`src/hdl/etc_pkg.sv`:
```
// Shared types, codes and sizing constants for the edge-triggered capture unit.
package etc_pkg;

   localparam int BufferDepth  = 1024;
   localparam int AddrWidth    = $clog2(BufferDepth);
   localparam int CountWidth   = (AddrWidth + 1 > 11) ? AddrWidth + 1 : 11;
   localparam int SampleWidth  = 8;
   localparam int ChannelCount = 8;
   localparam int CsrDataWidth = 16;

   localparam logic [15:0] IntervalReset = 16'd10;
   localparam logic [10:0] CountReset    = 11'd0;
   localparam logic [3:0]  ChannelReset  = 4'd0;

   typedef enum logic [2:0] {
      OP_TICK        = 3'd0,
      OP_ARM         = 3'd1,
      OP_STOP        = 3'd2,
      OP_CLEAR_READY = 3'd3,
      OP_READ_ENTRY  = 3'd4
   } opcode_type;

   typedef enum logic [1:0] {
      CSR_SAMPLE_INTERVAL = 2'd0,
      CSR_SAMPLE_COUNT    = 2'd1,
      CSR_TRIGGER_CHANNEL = 2'd2,
      CSR_TRIGGER_EDGE    = 2'd3
   } csr_index_type;

   typedef enum logic [1:0] {
      EDGE_RISING    = 2'd0,
      EDGE_FALLING   = 2'd1,
      EDGE_ANY       = 2'd2,
      EDGE_IMMEDIATE = 2'd3
   } edge_mode_type;

   typedef struct packed {
      logic [2:0]             opcode;
      logic [SampleWidth-1:0] port_value;
      logic [9:0]             read_index;
   } req_type;

   typedef struct packed {
      logic [SampleWidth-1:0] read_data;
      logic                   stored;
      logic                   buffer_ready;
      logic                   running;
      logic                   is_triggered;
   } rsp_type;

   typedef struct packed {
      logic stored;
      logic buffer_ready;
      logic running;
      logic is_triggered;
   } status_type;

   typedef struct packed {
      logic                   en;
      logic [AddrWidth-1:0]   addr;
      logic [SampleWidth-1:0] data;
   } mem_write_type;

endpackage

```
`src/hdl/etc_engine.sv`:
```
// Capture control: configuration registers, interval counter, trigger and buffer position.
module etc_engine import etc_pkg::*; (
   input  logic                    clock,
   input  logic                    reset,
   input  logic                    accept,
   input  req_type                 req,
   input  logic                    csr_we,
   input  logic [1:0]              csr_index,
   input  logic [CsrDataWidth-1:0] csr_wdata,
   output mem_write_type           mem_wr,
   output status_type              status
);

   logic [15:0]            sample_interval_ff;
   logic [10:0]            sample_count_ff;
   logic [3:0]             trigger_channel_ff;
   edge_mode_type          trigger_edge_ff;

   logic [AddrWidth-1:0]   write_index_ff, write_index_in;
   logic [SampleWidth-1:0] last_port_ff, last_port_in;
   logic [15:0]            elapsed_ff, elapsed_in;
   logic                   ready_ff, ready_in;
   logic                   run_ff, run_in;
   logic                   trig_ff, trig_in;

   logic [15:0]            interval_eff;
   logic [15:0]            elapsed_inc;
   logic [CountWidth-1:0]  count_ext;
   logic [CountWidth-1:0]  count_eff;
   logic [CountWidth-1:0]  index_plus;
   logic                   no_channel;
   logic                   preset;
   logic                   prev_bit;
   logic                   curr_bit;
   logic                   hit;
   logic                   stored;

   always_ff @(posedge clock) begin
      if (reset) begin
         sample_interval_ff <= IntervalReset;
         sample_count_ff    <= CountReset;
         trigger_channel_ff <= ChannelReset;
         trigger_edge_ff    <= EDGE_IMMEDIATE;
      end else if (csr_we) begin
         case (csr_index_type'(csr_index))
            CSR_SAMPLE_INTERVAL: sample_interval_ff <= csr_wdata[15:0];
            CSR_SAMPLE_COUNT:    sample_count_ff    <= csr_wdata[10:0];
            CSR_TRIGGER_CHANNEL: trigger_channel_ff <= csr_wdata[3:0];
            CSR_TRIGGER_EDGE:    trigger_edge_ff    <= edge_mode_type'(csr_wdata[1:0]);
            default: ;
         endcase
      end
   end

   assign interval_eff = (sample_interval_ff == '0) ? 16'd1 : sample_interval_ff;
   assign elapsed_inc  = (elapsed_ff == 16'hFFFF) ? elapsed_ff : elapsed_ff + 16'd1;
   assign count_ext    = CountWidth'(sample_count_ff);
   assign count_eff    = (count_ext == '0 || count_ext > CountWidth'(BufferDepth)) ?
                         CountWidth'(BufferDepth) : count_ext;
   assign index_plus   = CountWidth'(write_index_ff) + CountWidth'(1);
   assign no_channel   = trigger_channel_ff >= 4'(ChannelCount);
   assign preset       = (trigger_edge_ff == EDGE_IMMEDIATE) || no_channel;
   assign prev_bit     = no_channel ? 1'b0 : last_port_ff[trigger_channel_ff[2:0]];
   assign curr_bit     = no_channel ? 1'b0 : req.port_value[trigger_channel_ff[2:0]];

   always_comb begin
      write_index_in = write_index_ff;
      last_port_in   = last_port_ff;
      elapsed_in     = elapsed_ff;
      ready_in       = ready_ff;
      run_in         = run_ff;
      trig_in        = trig_ff;
      hit            = 1'b0;
      stored         = 1'b0;
      if (accept) begin
         case (opcode_type'(req.opcode))
            OP_TICK: begin
               if (run_ff && !ready_ff) begin
                  if (elapsed_inc < interval_eff) begin
                     elapsed_in = elapsed_inc;
                  end else begin
                     elapsed_in = '0;
                     if (!trig_ff) begin
                        case (trigger_edge_ff)
                           EDGE_RISING:  hit = !prev_bit && curr_bit;
                           EDGE_FALLING: hit = prev_bit && !curr_bit;
                           EDGE_ANY:     hit = prev_bit != curr_bit;
                           default:      hit = 1'b0;
                        endcase
                        last_port_in = req.port_value;
                     end
                     if (trig_ff || hit) begin
                        stored  = 1'b1;
                        trig_in = 1'b1;
                        if (index_plus >= count_eff) begin
                           ready_in       = 1'b1;
                           write_index_in = '0;
                           trig_in        = preset;
                        end else begin
                           write_index_in = index_plus[AddrWidth-1:0];
                        end
                     end
                  end
               end
            end
            OP_ARM: begin
               write_index_in = '0;
               ready_in       = 1'b0;
               last_port_in   = req.port_value;
               trig_in        = preset;
               elapsed_in     = '0;
               run_in         = 1'b1;
            end
            OP_STOP: begin
               write_index_in = '0;
               ready_in       = 1'b0;
               run_in         = 1'b0;
            end
            OP_CLEAR_READY: begin
               ready_in = 1'b0;
            end
            default: ;
         endcase
      end
   end

   always_ff @(posedge clock) begin
      if (reset) begin
         write_index_ff <= '0;
         last_port_ff   <= '0;
         elapsed_ff     <= '0;
         ready_ff       <= 1'b0;
         run_ff         <= 1'b0;
         trig_ff        <= 1'b0;
      end else begin
         write_index_ff <= write_index_in;
         last_port_ff   <= last_port_in;
         elapsed_ff     <= elapsed_in;
         ready_ff       <= ready_in;
         run_ff         <= run_in;
         trig_ff        <= trig_in;
      end
   end

   assign mem_wr.en           = stored;
   assign mem_wr.addr         = write_index_ff;
   assign mem_wr.data         = req.port_value;
   assign status.stored       = stored;
   assign status.buffer_ready = ready_in;
   assign status.running      = run_in;
   assign status.is_triggered = trig_in;

endmodule
```
`config.mk`:
```
export PLATFORM = sky130hd
export DESIGN_NAME = etc_engine
export DESIGN_NICKNAME = d
export VERILOG_FILES = /design/src/hdl/etc_pkg.sv /design/src/hdl/etc_engine.sv
export SDC_FILE = /design/constraint.sdc
export NUM_CORES = 1
export LEC_CHECK = 0
export BUFFER_PORTS_ARGS = -buffer_cell sky130_fd_sc_hd__buf_4
export CELL_PAD_IN_SITES_DETAIL_PLACEMENT = 1
export CELL_PAD_IN_SITES_GLOBAL_PLACEMENT = 2
export CORE_ASPECT_RATIO = 1.4
export CORE_UTILIZATION = 34
export CTS_CLUSTER_SIZE = 30
export DETAILED_ROUTE_END_ITERATION = 16
export PLACE_DENSITY_LB_ADDON = 0.2
export SYNTH_ARGS = -nofsm -noshare
export SYNTH_HDL_FRONTEND = slang
export SYNTH_SLANG_ARGS = --single-unit
```
`constraint.sdc`:
```
create_clock -name clock -period 5.3 [get_ports clock]
set_clock_uncertainty 0.15 [all_clocks]
set_input_delay 0.53 -clock clock [delete_from_list [all_inputs] [get_ports clock]]
set_output_delay 0.53 -clock clock [all_outputs]
set_load 0.005 [all_outputs]
```
==> impl_metrics.tcl <==
set metrics [dict create \
    holdPathStages 3 \
    critPathSlowestCell "or4_4" \
    outcome "finished clean" \
    grt_use_total_pct 18.4 \
    ys.flop_type "dfxtp_1" \
    setup.worst_path.class "reg -> out" \
    fin_area_um2 5160 \
    fp-row-count 48 \
    die_x_um 97.2 \
    dp_slack_ns 0.354 \
    multi_input_area_um2 2660 \
    final_common_cell "dfxtp_1" \
    cts-root-buf "clkbuf_16" \
    finalPower_w 0.00139 \
    path_clk_slew_ns 0.06 \
    rr_worst_depth 14 \
    rr_endpoint "last_port_ff[6]" \
    cts_buffer_depth 2 \
    synth_nets 583 \
    placed_cell_area_um2 4750 \
    hpwl_mm 8.84 \
    num_vias 3753 \
    layout.nets 624 \
    post-route-period-util_pct 95.8 \
    cts_hold_buf 0 \
    hold_path_class "in -> reg" \
    rr_startpoint "elapsed_ff[0]" \
    wl_mm 11.8 \
    grt_pass1_vias 3842 \
    maxSlewViolCount 0 \
    fmax_ghz 0.197 \
    synth_top_family_by_area "simple AND/OR/NAND/NOR gates" \
    syn_avg_cell_area_um2 8.46 \
    numPortBuffers 55 \
    drt_iter0_drc 124 \
    cts_buffers 9 \
    yosys_warnings 0 \
    max_stage_delay_ns 0.62 \
    wl_per_cell_um 16.8 \
    use_met3_pct 3.25 \
    seq_area_frac_synth_pct 32.5 \
    antennaDiodeCount 0 \
    start_util_pct 34.9 \
    synth_cells 510 \
    drc 0 \
    synth_edf_count 0 \
    yosys_register_bits 70 \
    syn_area_um2 4310 \
    setup_viol 0 \
    die_area_um2 13100 \
    ys_types 58 \
    antenna_left 0 \
    whs_ns 0.287 \
    path_cells "ha_1 -> nand3_1 -> or4_4 -> nand4_1 -> nor3_1 -> or2_2 -> ha_1 -> nand4_1 -> or4_4 -> a221oi_4 -> nand4b_4 -> nor3_1 -> nor2_1 -> o21a_1 -> buf_4" \
    async_flop_share_pct 0 \
    worst_setup_path_start_kind "flop" \
    syn2layout_area_growth_pct 19.6 \
    worstHoldEndpoint "sample_interval_ff[12]" \
    h-tree-depth 3 \
    p_per_area_nw_per_um2 270 \
    grt_pass1_wl_mm 19.1 \
    grt.busiest_layer "met2" \
    fillers 1485 \
    cp.required_ns 4.62 \
    synth-simple-area-share_pct 24.6 \
    post-route-min-period_ns 5.08 \
    mostFrequentLayoutCells "dfxtp_1 (69), buf_4 (62), nor2_1 (52)" \
    synth_mux_area_share_pct 7.89 \
    cp_max_fo 7 \
    vias_per_cell 5.32 \
    cts_num_sinks 70 \
    hold_viol_final 0 \
    grt_max_degree 60 \
    met2_usage_pct 34.4 \
    io_pins 66 \
    hp-start "csr_wdata[12]" \
    worst_slack_ns 0.221 \
    worstPathArrival_ns 4.40 \
    core_area_um2 12400 \
    drive_gt1_share_pct 17.3 \
    gp_congestion 0.843 \
    worst_pin_slew_ns 1.11 \
    cellLeakagePower_nw 2.34 \
    rrSetupSlack_ns 0.56 \
    die_y_um 135 \
    antenna_found_initial 0 \
    gr-total-overflow 0 \
    use_met1_pct 20.5 \
    critPathCaptureType "output port" \
    synth_xor_area_share_pct 4.26 \
    cts_tree "yes" \
    cap_violations 0 \
    clk_latency_ns 0.34 \
    synth_compound_area_share_pct 15.8 \
    slew_headroom_pct 26.3 \
    synth_fa_ha_area_share_pct 8.70 \
    dr.pass1.iters 4 \
    setup_tns_ns 0 \
    peakVddDrop_v 0.000140 \
    regArea_um2 1400 \
]
==> cell families after synthesis <==
| group | Yosys count |
|---|---|
| compound gates | 100 |
| xor+xnor | 21 |
| fa+ha+maj | 30 |
| buf+inv | 56 |
| flops | 70 |
| mux | 29 |
| simple gates | 204 |
==> power by group <==
group          total (W)  internal (W)  leakage, nW  switching [W]
Clock           0.000710      0.000472        0.172       0.000238
Sequential      0.000549      0.000538        0.567      0.0000112
Combinational   0.000136     0.0000611         1.60      0.0000746
Total            0.00139       0.00107         2.34       0.000324
==> metal layers <==
metal  wire length, um  part of all wire, %  up-vias
met5                 0                    0        -
met4               255                  2.2        0
met3               284                  2.4       16
met2              6190                   52       47
met1              5100                   43     1797
li1                  -                    -     1893
==> how the worst max path moves through the flow <==
stage / depth (start not counted) / to / startpoint / slack, ns
after global routing: 15 / status[0] / elapsed_ff[0] / -0.0007
after floorplan: 15 / status[0] / elapsed_ff[0] / 1.00
after CTS: 15 / status[0] / elapsed_ff[0] / 0.01
final: 15 / status[0] / elapsed_ff[0] / 0.22
after detailed placement: 15 / status[0] / elapsed_ff[0] / 0.35
after global placement: 15 / status[0] / elapsed_ff[0] / 0.45
==> synth_stat cells, types with 2 or more instances <==
master	count	area share (%)
o21a_1	4	0.70
clkbuf_1	14	1.2
a21o_1	3	0.52
nor2_1	52	4.5
nand4b_1	3	0.61
nand2_1	51	4.4
o21ai_0	14	1.6
o2bb2ai_1	6	1.2
nor2b_1	11	1.6
and4_1	2	0.41
a22oi_1	12	2.1
nand4_1	7	1.0
nand2b_1	16	2.3
dfxtp_1	70	32
o211ai_1	4	0.70
mux4_2	4	2.1
nand3_1	12	1.4
o21ai_1	3	0.35
buf_1	2	0.17
a31oi_1	3	0.44
and2_1	2	0.29
buf_2	2	0.23
o31ai_1	2	0.35
nand4_2	2	0.58
nor4_1	9	1.3
nand3b_1	3	0.52
xnor2_1	8	1.6
inv_1	23	2.0
and3_1	15	2.2
nor3b_1	2	0.35
a221o_1	2	0.46
buf_4	13	2.3
nor3_1	8	0.93
a22o_1	8	1.6
mux2i_1	25	5.8
ha_1	30	8.7
a21oi_1	30	3.5
xor2_1	13	2.6
==> timing repair <==
action / CTS / global route
setup endpoints to repair: 4 / 4
gates resized for setup: 2 / 1
pin swaps: 1 / 1
buffers inserted: 3 / 3
==> sequential cells by signal, indices dropped and copies added, names as in the netlist <==
signal	count
sample_interval_ff	16
write_index_ff	10
count_ext	11
trig_ff	1
last_port_ff	8
trigger_channel_ff	4
trigger_edge_ff	2
ready_ff	1
elapsed_ff	16
run_ff	1
==> area by class of cell <==
cell class	instances	share of cell area, %
clock buffer	10	4.63
clock inverter	6	2.11
inverter	24	1.75
multi-input combinational	384	51.6
sequential	70	27.2
tap	150	3.64
timing repair buffer	62	9.03
==> per-stage QoR <==
step,std cells,utilization (%)
2_1_floorplan,510,-
3_3_place_gp,684,38.4
3_5_place_dp,684,38.4
4_1_cts,703,41.5
5_1_grt,706,41.7
6_report,706,41.7
==> critical path, delay by kind of cell (launching register included) <==
family,cells,cell delay [ns]
buffers and inverters,1,0.10
adders and majority gates,2,0.55
DFF,1,0.40
and+or+nand+nor,10,2.61
AOI/OAI and AO/OA,2,0.39
Note: power is estimated with default switching activity, not from simulation.
